[config.mk]
export PLATFORM = sky130hd
export DESIGN_NAME = four_motor_ramp_pwm_shaper
export DESIGN_NICKNAME = d
export VERILOG_FILES = /design/src/rtl/fmrp_pkg.sv /design/src/rtl/fmrp_div.sv /design/src/rtl/fmrp_shape.sv /design/src/rtl/four_motor_ramp_pwm_shaper.sv
export SDC_FILE = /design/constraint.sdc
export NUM_CORES = 1
export LEC_CHECK = 0
export ABC_AREA = 1
export BUFFER_PORTS_ARGS = -buffer_cell sky130_fd_sc_hd__buf_2
export CORE_UTILIZATION = 50
export DETAILED_ROUTE_END_ITERATION = 12
export PLACE_DENSITY_LB_ADDON = 0.25
export SYNTH_ARGS = -nofsm -noshare
export SYNTH_HDL_FRONTEND = slang
export SYNTH_HIERARCHICAL = 1
export SYNTH_SLANG_ARGS = --single-unit
export TNS_END_PERCENT = 10
[constraint.sdc]
create_clock -name aclk -period 8.4 [get_ports aclk]
set_input_delay 2.1 -clock aclk [delete_from_list [all_inputs] [get_ports aclk]]
set_output_delay 2.1 -clock aclk [all_outputs]
set_load 0.05 [all_outputs]
[src/rtl/fmrp_pkg.sv]
// Shared constants and types for the four-channel motor ramp / PWM shaper.
// No dependencies; imported by every module of the block.
`default_nettype none

package fmrp_pkg;

    localparam int CHANNELS      = 4;
    localparam int FRAC_BITS_DEF = 8;
    localparam int CMD_W         = 8;
    localparam int SCALE_W       = 7;
    localparam int STEPS_W       = 7;
    localparam int DIVISOR_W     = 7;
    localparam int PROD_W        = CMD_W + SCALE_W;
    localparam int LEVEL_W       = 24;
    localparam int VAL_W         = LEVEL_W + 1;
    localparam int DUTY_W        = 8;
    localparam int IP_W          = 7;
    localparam int MAX_STEPS     = 64;
    localparam int K_W           = $clog2(MAX_STEPS);
    localparam int CH_W          = $clog2(CHANNELS);

    localparam logic [STEPS_W-1:0]   STEPS_RESET    = 7'd10;
    localparam logic [STEPS_W-1:0]   STEPS_MAX      = 7'd64;
    localparam logic [DIVISOR_W-1:0] DIRECT_DIVISOR = 7'd100;

    // duty = ip * 255 / 100 == (ip * DUTY_RECIP) >> DUTY_SHIFT for ip <= 100
    localparam int                   DUTY_SHIFT = 19;
    localparam logic [20:0]          DUTY_RECIP = 21'd1336965;

    // stream packing
    localparam int S_TDATA_W = 40;
    localparam int M_FIELD_W = CHANNELS * (1 + DUTY_W);
    localparam int M_TDATA_W = 40;

    typedef enum logic {
        FUNC_DIRECT = 1'b0,
        FUNC_RAMP   = 1'b1
    } func_t;

    typedef struct packed {
        logic              dir;
        logic [DUTY_W-1:0] duty;
    } chan_out_t;

endpackage

`default_nettype wire

[src/rtl/fmrp_div.sv]
// Shared restoring divider: one quotient bit per cycle, unsigned operands.
// Depends on fmrp_pkg for the divisor width.
`default_nettype none

module fmrp_div #(
    parameter int DW = 25
) (
    input  wire logic                           aclk,
    input  wire logic                           aresetn,
    input  wire logic                           start,
    input  wire logic [DW-1:0]                  dividend,
    input  wire logic [fmrp_pkg::DIVISOR_W-1:0] divisor,
    output logic                                done,
    output logic [DW-1:0]                       quotient
);
    import fmrp_pkg::*;

    localparam int CW = $clog2(DW + 1);

    logic [DIVISOR_W-1:0] rem_reg;
    logic [DIVISOR_W-1:0] dsr_reg;
    logic [DW-1:0]        quo_reg;
    logic [CW-1:0]        cnt_reg;
    logic                 busy_reg;
    logic                 done_reg;

    logic [DIVISOR_W:0]   shifted;
    logic [DIVISOR_W:0]   diff;
    logic                 fits;

    always_comb begin
        shifted = {rem_reg, quo_reg[DW-1]};
        fits    = (shifted >= {1'b0, dsr_reg});
        diff    = shifted - {1'b0, dsr_reg};
    end

    always_ff @(posedge aclk) begin
        if (!aresetn) begin
            busy_reg <= 1'b0;
            done_reg <= 1'b0;
        end else begin
            if (start) begin
                rem_reg  <= '0;
                quo_reg  <= dividend;
                dsr_reg  <= divisor;
                cnt_reg  <= CW'(DW);
                busy_reg <= 1'b1;
                done_reg <= 1'b0;
            end else if (busy_reg) begin
                rem_reg  <= fits ? diff[DIVISOR_W-1:0] : shifted[DIVISOR_W-1:0];
                quo_reg  <= {quo_reg[DW-2:0], fits};
                cnt_reg  <= cnt_reg - CW'(1);
                done_reg <= (cnt_reg == CW'(1));
                if (cnt_reg == CW'(1)) begin
                    busy_reg <= 1'b0;
                end
            end else begin
                done_reg <= 1'b0;
            end
        end
    end

    assign done     = done_reg;
    assign quotient = quo_reg;

endmodule

`default_nettype wire

[src/rtl/fmrp_shape.sv]
// Per-channel output shaping: clamp, dead band, minimum drive, sign and duty.
// Depends on fmrp_pkg for widths and the duty reciprocal.
`default_nettype none

module fmrp_shape #(
    parameter int FRAC_BITS = fmrp_pkg::FRAC_BITS_DEF
) (
    input  wire logic signed [fmrp_pkg::VAL_W-1:0] val,
    output fmrp_pkg::chan_out_t                    chan_out
);
    import fmrp_pkg::*;

    localparam logic signed [VAL_W-1:0] ONE    = VAL_W'(1) << FRAC_BITS;
    localparam logic signed [VAL_W-1:0] TEN    = VAL_W'(10) << FRAC_BITS;
    localparam logic signed [VAL_W-1:0] HI     = VAL_W'(100) << FRAC_BITS;
    localparam logic signed [VAL_W-1:0] NEG_HI = -HI;

    logic signed [VAL_W-1:0] vc;
    logic [VAL_W-1:0]        a;
    logic [VAL_W-1:0]        mag;
    logic [IP_W-1:0]         ip;
    logic [IP_W+20:0]        prod;

    always_comb begin
        if (val > HI) begin
            vc = HI;
        end else if (val < NEG_HI) begin
            vc = NEG_HI;
        end else begin
            vc = val;
        end
        a = vc[VAL_W-1] ? VAL_W'(-vc) : VAL_W'(vc);
        // dead band up to and including one unit, minimum drive of ten units above it
        if (a <= ONE) begin
            mag = '0;
        end else if (a < TEN) begin
            mag = TEN;
        end else begin
            mag = a;
        end
        ip   = mag[FRAC_BITS +: IP_W];
        prod = (IP_W + 21)'(ip) * (IP_W + 21)'(DUTY_RECIP);
        chan_out.dir  = vc[VAL_W-1] && (a > ONE);
        chan_out.duty = prod[DUTY_SHIFT +: DUTY_W];
    end

endmodule

`default_nettype wire

[src/rtl/four_motor_ramp_pwm_shaper.sv]
// Four-channel motor command shaper: top level with sequencer and level store.
// Depends on fmrp_pkg, fmrp_div and fmrp_shape.
//
// Usage:
//   s_ channel: one transfer carries four signed percent commands and a scale
//   (tdata) and the function in tuser: direct (one result) or ramp.
//   m_ channel: each result carries four direction bits and four 8-bit duties;
//   tlast marks the final result of an input transfer.
//   cfg_we / cfg_wdata write ramp_steps (reset 10; 0 acts as 1, above 64 as 64).
//   Write it only while the block is idle.
// Sequencing: per result the sequencer walks the four channels through the one
// shared multiplier and the one shared bit-serial divider, whose width is
// DW = max(14 + FRAC_BITS, 25). A direct transfer gives one result; a ramp
// transfer gives ramp_steps results (as clamped above), one per step.
// s_tready is high only between items.
// Stall: while a result sits in the output register the next one is computed
// and held in ST_EMIT until m_tready frees the register. A new input transfer
// is still taken while the last result of the previous one waits.
// Reset: channel levels clear to zero, ramp_steps returns to 10, outputs idle.
`default_nettype none

module four_motor_ramp_pwm_shaper #(
    parameter int FRAC_BITS = fmrp_pkg::FRAC_BITS_DEF
) (
    input  wire logic                               aclk,
    input  wire logic                               aresetn,
    // configuration
    input  wire logic                               cfg_we,
    input  wire logic [fmrp_pkg::STEPS_W-1:0]       cfg_wdata,   // ramp_steps
    // command stream
    input  wire logic                               s_tvalid,
    output logic                                    s_tready,
    // cmd_a[7:0] cmd_b[15:8] cmd_c[23:16] cmd_d[31:24] scale_pct[38:32]
    input  wire logic [fmrp_pkg::S_TDATA_W-1:0]     s_tdata,
    input  wire logic                               s_tuser,     // func
    // result stream
    output logic                                    m_tvalid,
    input  wire logic                               m_tready,
    // dir_a[0] dir_b[1] dir_c[2] dir_d[3] duty_a[11:4] duty_b[19:12]
    // duty_c[27:20] duty_d[35:28]
    output logic [fmrp_pkg::M_TDATA_W-1:0]          m_tdata,
    output logic                                    m_tlast
);
    import fmrp_pkg::*;

    localparam int DW = (14 + FRAC_BITS > 25) ? (14 + FRAC_BITS) : 25;
    localparam int XW = DW + 2;

    localparam logic signed [XW-1:0] LVL_MAX_X = XW'((64'sd1 <<< (LEVEL_W - 1)) - 64'sd1);
    localparam logic signed [XW-1:0] LVL_MIN_X = -LVL_MAX_X - XW'(1);

    typedef enum logic [2:0] {
        ST_IDLE,
        ST_MUL,
        ST_LOAD,
        ST_WAIT,
        ST_EMIT
    } state_t;

    function automatic logic signed [LEVEL_W-1:0] sat_level(input logic signed [XW-1:0] v);
        logic signed [XW-1:0] r;
        r = v;
        if (v > LVL_MAX_X) r = LVL_MAX_X;
        if (v < LVL_MIN_X) r = LVL_MIN_X;
        return LEVEL_W'(r);
    endfunction

    // ------------------------------------------------------------------
    // registers
    // ------------------------------------------------------------------
    state_t                     state_reg;
    logic [STEPS_W-1:0]         ramp_steps_reg;
    func_t                      func_reg;
    logic signed [CMD_W-1:0]    cmd_reg   [CHANNELS];
    logic [SCALE_W-1:0]         scale_reg;
    logic [STEPS_W-1:0]         steps_reg;
    logic [CH_W-1:0]            ch_reg;
    logic [K_W-1:0]             k_reg;
    logic signed [PROD_W-1:0]   prod_reg;
    logic signed [LEVEL_W-1:0]  level_reg [CHANNELS];
    logic signed [VAL_W-1:0]    val_reg   [CHANNELS];
    logic                       div_start_reg;
    logic [DW-1:0]              div_dividend_reg;
    logic [DIVISOR_W-1:0]       div_divisor_reg;
    logic                       neg_reg;
    logic                       m_tvalid_reg;
    logic                       m_tlast_reg;
    logic [M_FIELD_W-1:0]       m_fields_reg;

    // ------------------------------------------------------------------
    // combinational datapath
    // ------------------------------------------------------------------
    logic signed [CMD_W-1:0]    cmd_in [CHANNELS];
    logic [SCALE_W-1:0]         scale_in;
    logic [STEPS_W-1:0]         steps_eff;
    logic signed [PROD_W-1:0]   prod_mul;
    logic [PROD_W-1:0]          prod_abs;
    logic signed [XW-1:0]       goal_x;
    logic signed [XW-1:0]       diff_x;
    logic [XW-1:0]              diff_abs;
    logic signed [XW-1:0]       quo_s;
    logic signed [LEVEL_W-1:0]  level_new;
    logic                       div_done;
    logic [DW-1:0]              div_quo;
    logic                       is_last;
    logic                       out_free;
    chan_out_t                  shp [CHANNELS];
    logic [M_FIELD_W-1:0]       fields_pk;

    always_comb begin
        for (int i = 0; i < CHANNELS; i++) begin
            cmd_in[i] = s_tdata[i*CMD_W +: CMD_W];
        end
        scale_in = s_tdata[CHANNELS*CMD_W +: SCALE_W];

        if (ramp_steps_reg == '0) begin
            steps_eff = STEPS_W'(1);
        end else if (ramp_steps_reg > STEPS_MAX) begin
            steps_eff = STEPS_MAX;
        end else begin
            steps_eff = ramp_steps_reg;
        end

        // the one shared multiplier: command times scale for the current channel
        prod_mul = PROD_W'(cmd_reg[ch_reg]) * PROD_W'($signed({1'b0, scale_reg}));
        prod_abs = prod_reg[PROD_W-1] ? PROD_W'(-prod_reg) : PROD_W'(prod_reg);

        // ramp: goal minus current level, divided by the step count
        goal_x   = XW'(sat_level(XW'(prod_reg) <<< FRAC_BITS));
        diff_x   = goal_x - XW'(level_reg[ch_reg]);
        diff_abs = diff_x[XW-1] ? XW'(-diff_x) : XW'(diff_x);

        // quotient back to signed, truncated toward zero
        quo_s     = neg_reg ? -$signed(XW'(div_quo)) : $signed(XW'(div_quo));
        level_new = sat_level(XW'(level_reg[ch_reg]) + quo_s);

        is_last  = (func_reg == FUNC_DIRECT) || ({1'b0, k_reg} == (steps_reg - STEPS_W'(1)));
        out_free = !m_tvalid_reg || m_tready;

        for (int i = 0; i < CHANNELS; i++) begin
            fields_pk[i] = shp[i].dir;
            fields_pk[CHANNELS + i*DUTY_W +: DUTY_W] = shp[i].duty;
        end
    end

    for (genvar g = 0; g < CHANNELS; g++) begin : g_shape
        fmrp_shape #(
            .FRAC_BITS (FRAC_BITS)
        ) u_shape (
            .val      (val_reg[g]),
            .chan_out (shp[g])
        );
    end

    fmrp_div #(
        .DW (DW)
    ) u_div (
        .aclk     (aclk),
        .aresetn  (aresetn),
        .start    (div_start_reg),
        .dividend (div_dividend_reg),
        .divisor  (div_divisor_reg),
        .done     (div_done),
        .quotient (div_quo)
    );

    // ------------------------------------------------------------------
    // sequencer, level store and output register
    // ------------------------------------------------------------------
    always_ff @(posedge aclk) begin
        if (!aresetn) begin
            state_reg      <= ST_IDLE;
            ramp_steps_reg <= STEPS_RESET;
            div_start_reg  <= 1'b0;
            m_tvalid_reg   <= 1'b0;
            for (int i = 0; i < CHANNELS; i++) begin
                level_reg[i] <= '0;
            end
        end else begin
            // divider start is registered from the load state, so it rises in the cycle after its operands are loaded
            div_start_reg <= (state_reg == ST_LOAD);
            if (cfg_we) begin
                ramp_steps_reg <= cfg_wdata;
            end
            // output valid: set on emit, cleared once the receiver takes it
            if (state_reg == ST_EMIT && out_free) begin
                m_tvalid_reg <= 1'b1;
            end else if (m_tready) begin
                m_tvalid_reg <= 1'b0;
            end

            unique case (state_reg)
                ST_IDLE: begin
                    if (s_tvalid) begin
                        func_reg  <= func_t'(s_tuser);
                        scale_reg <= scale_in;
                        steps_reg <= steps_eff;
                        ch_reg    <= '0;
                        k_reg     <= '0;
                        for (int i = 0; i < CHANNELS; i++) begin
                            cmd_reg[i] <= cmd_in[i];
                            // direct item stores the unscaled command as the level
                            if (func_t'(s_tuser) == FUNC_DIRECT) begin
                                level_reg[i] <= sat_level(XW'(cmd_in[i]) <<< FRAC_BITS);
                            end
                        end
                        state_reg <= ST_MUL;
                    end
                end
                ST_MUL: begin
                    prod_reg  <= prod_mul;
                    state_reg <= ST_LOAD;
                end
                ST_LOAD: begin
                    if (func_reg == FUNC_DIRECT) begin
                        div_dividend_reg <= DW'(prod_abs) << FRAC_BITS;
                        div_divisor_reg  <= DIRECT_DIVISOR;
                        neg_reg          <= prod_reg[PROD_W-1];
                    end else begin
                        div_dividend_reg <= DW'(diff_abs);
                        div_divisor_reg  <= DIVISOR_W'(steps_reg);
                        neg_reg          <= diff_x[XW-1];
                    end
                    state_reg <= ST_WAIT;
                end
                ST_WAIT: begin
                    if (div_done) begin
                        if (func_reg == FUNC_DIRECT) begin
                            val_reg[ch_reg] <= VAL_W'(quo_s);
                        end else begin
                            level_reg[ch_reg] <= level_new;
                            val_reg[ch_reg]   <= VAL_W'(level_new);
                        end
                        if (ch_reg == CH_W'(CHANNELS - 1)) begin
                            state_reg <= ST_EMIT;
                        end else begin
                            ch_reg    <= ch_reg + CH_W'(1);
                            state_reg <= ST_MUL;
                        end
                    end
                end
                ST_EMIT: begin
                    // hold here while the previous result is still unclaimed
                    if (out_free) begin
                        m_tlast_reg  <= is_last;
                        m_fields_reg <= fields_pk;
                        ch_reg       <= '0;
                        if (is_last) begin
                            state_reg <= ST_IDLE;
                        end else begin
                            k_reg     <= k_reg + K_W'(1);
                            state_reg <= ST_MUL;
                        end
                    end
                end
                default: begin
                    state_reg <= ST_IDLE;
                end
            endcase
        end
    end

    assign s_tready = (state_reg == ST_IDLE);
    assign m_tvalid = m_tvalid_reg;
    assign m_tlast  = m_tlast_reg;
    assign m_tdata  = {{(M_TDATA_W - M_FIELD_W){1'b0}}, m_fields_reg};

    // ------------------------------------------------------------------
    // assertions
    // ------------------------------------------------------------------
    a_busy_after_accept: assert property (@(posedge aclk) disable iff (!aresetn)
        (s_tvalid && s_tready) |=> !s_tready)
        else $error("block still ready after taking an item");

    a_div_done_in_wait: assert property (@(posedge aclk) disable iff (!aresetn)
        div_done |-> (state_reg == ST_WAIT))
        else $error("divider finished outside the wait state");

    a_steps_in_range: assert property (@(posedge aclk) disable iff (!aresetn)
        (state_reg != ST_IDLE) |-> (steps_reg >= STEPS_W'(1) && steps_reg <= STEPS_MAX))
        else $error("latched step count out of range");

    a_step_index: assert property (@(posedge aclk) disable iff (!aresetn)
        (state_reg != ST_IDLE && func_reg == FUNC_RAMP) |-> ({1'b0, k_reg} < steps_reg))
        else $error("ramp step index past the step count");

    a_emit_loads_output: assert property (@(posedge aclk) disable iff (!aresetn)
        (state_reg == ST_EMIT && out_free) |=> m_tvalid)
        else $error("result not presented after emit");

endmodule

`default_nettype wire

Word level (Yosys, flattened, before mapping)

Memory sizes are Yosys's and may differ from the RTL's. A register that Yosys moved wholly into a read port is not among the register bits.
Cells that the tools add are included.

Bitwise logic cells: 8
Mux-type cells: 109
Reduce and logical (&&, ||, !) cells: 26
Equal/unequal tests: 12
Multipliers: 5
Magnitude comparators: 34
Shift-type cells: 0
Div/mod/pow operators: 0
$add $sub $neg: 14

Operators by type and width:

| operator                                                                        | number |
|---|---|
| 24-bit two-way mux                                                              | 33 |
| 25-bit two-way mux                                                              | 16 |
| 15-bit two-way mux                                                              | 9 |
| 25-bit negator                                                                  | 5 |
| 7-bit by 21-bit multiplier with 27-bit output (second input constant)           | 4 |
| 25-bit by 16-bit > comparator with 1-bit output (second input constant)         | 4 |
| 25-bit by 9-bit > comparator with 1-bit output (second input constant)          | 4 |
| 25-bit by 9-bit <= comparator with 1-bit output (second input constant)         | 4 |
| 25-bit by 12-bit less-than comparator with 1-bit output (second input constant) | 4 |
| 25-bit by 16-bit less-than comparator with 1-bit output (second input constant) | 4 |
| 16-bit by 24-bit > comparator with 1-bit output (second input constant)         | 4 |
| 16-bit by 24-bit less-than comparator with 1-bit output (second input constant) | 4 |
| 1-bit two-way mux                                                               | 28 |
| 24-bit by 27-bit adder with 27-bit output                                       | 1 |
| 27-bit by 24-bit > comparator with 1-bit output (second input constant)         | 1 |
| 27-bit by 24-bit less-than comparator with 1-bit output (second input constant) | 1 |
| 27-bit two-way mux                                                              | 1 |
| 25-bit negator with 27-bit output                                               | 1 |
| 24-bit by 24-bit subtractor with 25-bit output                                  | 1 |
| 23-bit by 24-bit > comparator with 1-bit output (second input constant)         | 1 |
| 23-bit by 24-bit less-than comparator with 1-bit output (second input constant) | 1 |
| 24-bit OR reduction                                                             | 1 |
| 23-bit two-way mux                                                              | 1 |
| 7-bit two-way mux                                                               | 3 |
| 39 further kinds                                                                | 72 |

RAM bits: 228
Input bits: 53
Latch bits: 0
Word-level logic and storage cells: 234
Register bits after elaboration: 166
Memories kept: 3
Output and inout bits: 43
Memory bits (read-only): 0

Memories:

| name      | words | width | read ports | clocked after Yosys merged registers in | write ports | line                             | text |
|---|---|---|---|---|---|---|---|
| val_reg   | 4     | 25    | 4          | 0                                       | 1           | four_motor_ramp_pwm_shaper.sv:81 | `logic signed [VAL_W-1:0] val_reg [CHANNELS];` |
| level_reg | 4     | 24    | 1          | 1                                       | 4           | four_motor_ramp_pwm_shaper.sv:80 | `logic signed [LEVEL_W-1:0] level_reg [CHANNELS];` |
| cmd_reg   | 4     | 8     | 1          | 1                                       | 4           | four_motor_ramp_pwm_shaper.sv:74 | `logic signed [CMD_W-1:0] cmd_reg [CHANNELS];` |

Logic depth before layout (Yosys ltp)

An unclocked memory read counts as a cell.

Word-level depth: 10
Gate-level depth with buffers: 45
Mapped depth without buffers: 43

By module

Netlist, hierarchy kept.

By module, submodules not included:

| module                          | times used | area each (sq um) | cells an instance | seq. area each (sq um) |
|---|---|---|---|---|
| four_motor_ramp_pwm_shaper      | 1          | 20398.3           | 2232              | 10369.9 |
| fmrp_shape (g_shape[3].u_shape) | 1          | 3525.9            | 616               | 0.0 |
| fmrp_shape (g_shape[2].u_shape) | 1          | 3469.6            | 589               | 0.0 |
| fmrp_shape (g_shape[1].u_shape) | 1          | 3459.6            | 605               | 0.0 |
| fmrp_shape (g_shape[0].u_shape) | 1          | 3417.0            | 585               | 0.0 |
| fmrp_div                        | 1          | 2361.0            | 263               | 1361.3 |

Worst setup path before layout

OpenSTA, ideal clock, no wires.

Kind: register to register
Start point: mem val_reg[3][11] in the netlist's numbering
End point: reg m_fields_reg[34] (data pin)
Setup time: 0.252 ns
Slack: 2.152 ns
Arrival time: 5.996 ns
Data required time: 8.148 ns
Path buffers: 1
Stages on the path, launching flop included: 40
Period minus slack after synthesis: 6.248 ns
Cell sequence: edfxtp_1 inv_1 nor2_1 o31ai_1 ha_1 buf_2 inv_1 nand2_1 nor2_1 inv_1 ha_1 nand2_1 inv_2 nand3_2 nand2_4 nand2_1 nand2_1 nand2_2 [... 4 more ...] nand2_1 nor4_4 a21oi_1 ha_1 ha_1 or2_2 fa_1 fa_1 ha_1 a21oi_1 o21ai_0 a41oi_1 o21a_1 inv_1 a21oi_1 nand2_1 nand2_1 nand2_1

RTL lines:

| element                | line                              | text |
|---|---|---|
| start: declaration     | four_motor_ramp_pwm_shaper.sv:81  |  |
| end signal: assignment | four_motor_ramp_pwm_shaper.sv:246 | `m_fields_reg <= fields_pk;` |
| end: declaration       | four_motor_ramp_pwm_shaper.sv:88  | `logic [M_FIELD_W-1:0] m_fields_reg;` |

==> summary.md <==
| Metric | Value |
|---|---|
| Status | `finished, final reports clean` |
| Final HPWL from detailed placement | `75.0 mm` |
| Routed len/inst | `15.9 um` |
| Layout net count | `5,443` |
| Reg2Reg Depth | `37` |
| PwrDens | `240 nW/um^2` |
| Top-level port count | `96` |
| Most area-hungry cell type in the Yosys netlist | `edfxtp_1` |
| # Post-CTS Setup Buffers | `0` |
| Initial antenna violation count | `0` |
| Sequential-to-total area share from yosys stat | `32.0%` |
| Final Setup Violations | `0` |
| EDFF count, synth | `380` |
| TritonCTS sink count | `396` |
| Leak pwr | `18.9 nW` |
| Vias in the first global route | `30,600` |
| TritonRoute pass-1 iters | `8` |
| GPL Wtd Cong | `0.977` |
| Core area | `72,000 sq um` |
| Hold Vio Cnt, Final | `0` |
| Post-synthesis cell type count | `68` |
| H-tree levels | `2` |
| FP Rows | `98` |
| Post-route ant nets | `0` |
| Primary FF master, synth | `edfxtp_1` |
| Met1 Usage GRT | `33.1%` |
| Share of cells above drive strength 1 | `8.73%` |
| CTS max path bufs | `3` |
| Mapped Area | `36,600 sq um` |
| WP data required | `8740 ps` |
| Setup ws final | `801 ps` |
| WS Path Type | `reg2reg` |
| HP Start | `div_divisor_reg[4]` |
| FF-to-FF Start | `val_reg[3][19]` |
| RSZ-0062 raised after global routing | `false` |
| Top-area cell type share of the netlist area | `31.2%` |
| Critical Path Start Type | `register` |
| CP Capture Type | `register` |
| Slew headroom | `25.4%` |
| Die extent in x | `273 um` |
| Die height | `273 um` |
| Min-Delay Endpoint | `u_div/dsr_reg[4]` |
| DRC Markers | `0` |
| Syn_area_per_cell | `7.49 sq um` |
| Setup_tns | `0 ps` |
| CP max stage cell | `ha_1` |
| FMAX | `0.132 GHz` |
| Cell count after synthesis | `4,890` |
| Hold buffers post-CTS | `0` |
| Worst skew pair latency | `610 ps` |
| Yosys Warn Count | `6` |
| First-pass GRT wire length | `154 mm` |
| Synthesis-to-finish area growth | `7.96%` |
| Placed cell area | `38,000 sq um` |
| Vias per Instance | `5.38` |
| Post-Route WL | `94.7 mm` |
| Count of state elements after synthesis | `396` |
| GRT Total Usage | `25.6%` |
| Fin crit period | `7600 ps` |
| Global route overflow | `0` |
| Worst Clk Skew | `48.9 ps` |
| Post-route cell area | `39,500 sq um` |
| Max-slew violations | `0` |
| Worst reg2reg setup slack | `800 ps` |
| Met2 Track Usage GR | `44.5%` |
| DR iter-0 viols | `2,434` |
| Crit-path most repeated cell | `nand2_1` |
| Tightest Hold Check Type | `reg2reg` |
| Largest net degree at the start of global routing | `52` |
| TritonCTS clock tree | `built` |
| Initial Utilization | `50.9%` |
| # port buffers | `90` |
| Largest register FFs | `100` |
| Post-synth top cells | `nand2_1, inv_1, nor2_1, edfxtp_1, ha_1` |
| Met3 usage | `2.74%` |
| Worst hold margin | `423 ps` |
| Crit share post-route | `90.5%` |
| Kind of cell adding the most delay to the critical path | `simple AND/OR/NAND/NOR gates` |
| CTS clock-pin slew for the worst setup and hold paths | `60 ps` |
| Max stage delay on crit path | `650 ps` |
| Ys async rst share | `0%` |
| Hold Path Cell Cnt | `0` |
| Synth area leaders | `edfxtp_1, nand2_1, ha_1` |
| Peak fanout along the critical path | `20` |
| Vias | `32,000` |
| Worst-margin pin slew | `1120 ps` |
| Critical path data arrival time | `7940 ps` |
| Top Usage Layer GRT | `met2` |
| Leading cell type by number of instances after synthesis | `nand2_1` |
| Pre-CTS setup slack | `858 ps` |
| Non-filler cells in the finished layout | `5,955` |
| Number of max-cap violations | `0` |
| Dpl cells | `5,869` |
| VDD IR max | `0.578 mV` |
| CTS root buf | `clkbuf_16` |
| WP buf/inv | `5` |
| Die area | `74,300 sq um` |
| Reg-to-Reg End | `m_fields_reg[35]` |
| Total CTS buffers | `46` |
| Post-CTS sizing | `0` |
-- through the flow --
stage               utilization, %  power, W
floorplan                        -   0.00620
global placement              52.8   0.00741
detailed placement            52.8   0.00747
CTS                           54.9   0.00953
global route                  54.9    0.0102
finish                        54.9   0.00949
-- power by group --
part           internal [W]  switching, W  total, W
Sequential          0.00250      0.000129   0.00263
Combinational       0.00155       0.00328   0.00482
Clock               0.00118      0.000864   0.00204
-- layout by cell type, fill, tap and decap left out, types with 11 or more instances in the layout --
cell / Yosys / final
xnor2_1: 46 / 46
nand2_2: 59 / 60
fa_1: 98 / 98
a32oi_1: 16 / 16
xor2_1: 63 / 63
o211ai_1: 12 / 12
o21ai_1: 30 / 30
o21ai_0: 138 / 138
nand3b_1: 27 / 27
nor2_4: 15 / 15
nand2_4: 13 / 13
clkbuf_16: 0 / 47
dfxtp_1: 16 / 15
edfxtp_1: 380 / 380
nand3_1: 323 / 323
buf_2: 27 / 90
o21bai_1: 17 / 17
nand4_1: 66 / 66
inv_2: 30 / 30
nor3_1: 85 / 82
ha_1: 325 / 325
inv_1: 704 / 704
nor4_1: 24 / 23
a21oi_1: 191 / 190
or2_2: 27 / 27
nor2_2: 37 / 43
o41ai_1: 13 / 13
nand3_2: 24 / 24
nand2_1: 1336 / 1335
a31oi_1: 17 / 17
nor2_1: 543 / 537
a211oi_1: 12 / 12
clkinv_1: 7 / 12
o31ai_1: 11 / 11
buf_4: 15 / 29
-- per-layer routing --
metal | routed length [um] | vias to the layer above
li1 | - | 16200
met1 | 41600 | 14900
met2 | 45700 | 773
met3 | 4570 | 168
met4 | 2810 | 0
met5 | 0 | -
-- area by class of cell --
| class | instances | area, sq um |
|---|---|---|
| multi-input cells | 3663 | 21600 |
| inverters | 741 | 2780 |
| fillers | 6860 | 32400 |
| diodes | 1 | 2.50 |
| clock inverters | 28 | 310 |
| repair buffers | 119 | 668 |
| clock buffers | 57 | 1220 |
| well taps | 950 | 1190 |
| flip-flops and latches | 396 | 11700 |
-- worst max path at each step --
| stage | slack, ps | to | start | depth (start not counted) |
|---|---|---|---|---|
| final | 800 | m_fields_reg[35] | val_reg[3][19] | 37 |
| after global routing | 60 | m_fields_reg[35] | val_reg[3][16] | 36 |
| after CTS | 840 | m_fields_reg[35] | val_reg[3][16] | 37 |
| after global placement | 990 | m_fields_reg[35] | val_reg[3][19] | 37 |
| after detailed placement | 860 | m_fields_reg[35] | val_reg[3][16] | 37 |
| after floorplan | 2150 | m_fields_reg[34] | val_reg[3][11] | 39 |
-- cell families after synthesis --
group	after synthesis	share of synthesized area, %
and+or+nand+nor	2610	31.3
xor gates and xnor gates	113	2.81
DFF	396	32.0
other	1	0.0102
AOI/OAI and AO/OA	513	8.32
adders and majority gates	423	16.5
buffers and inverters	834	9.07
Power figures use the tool's default switching activity.
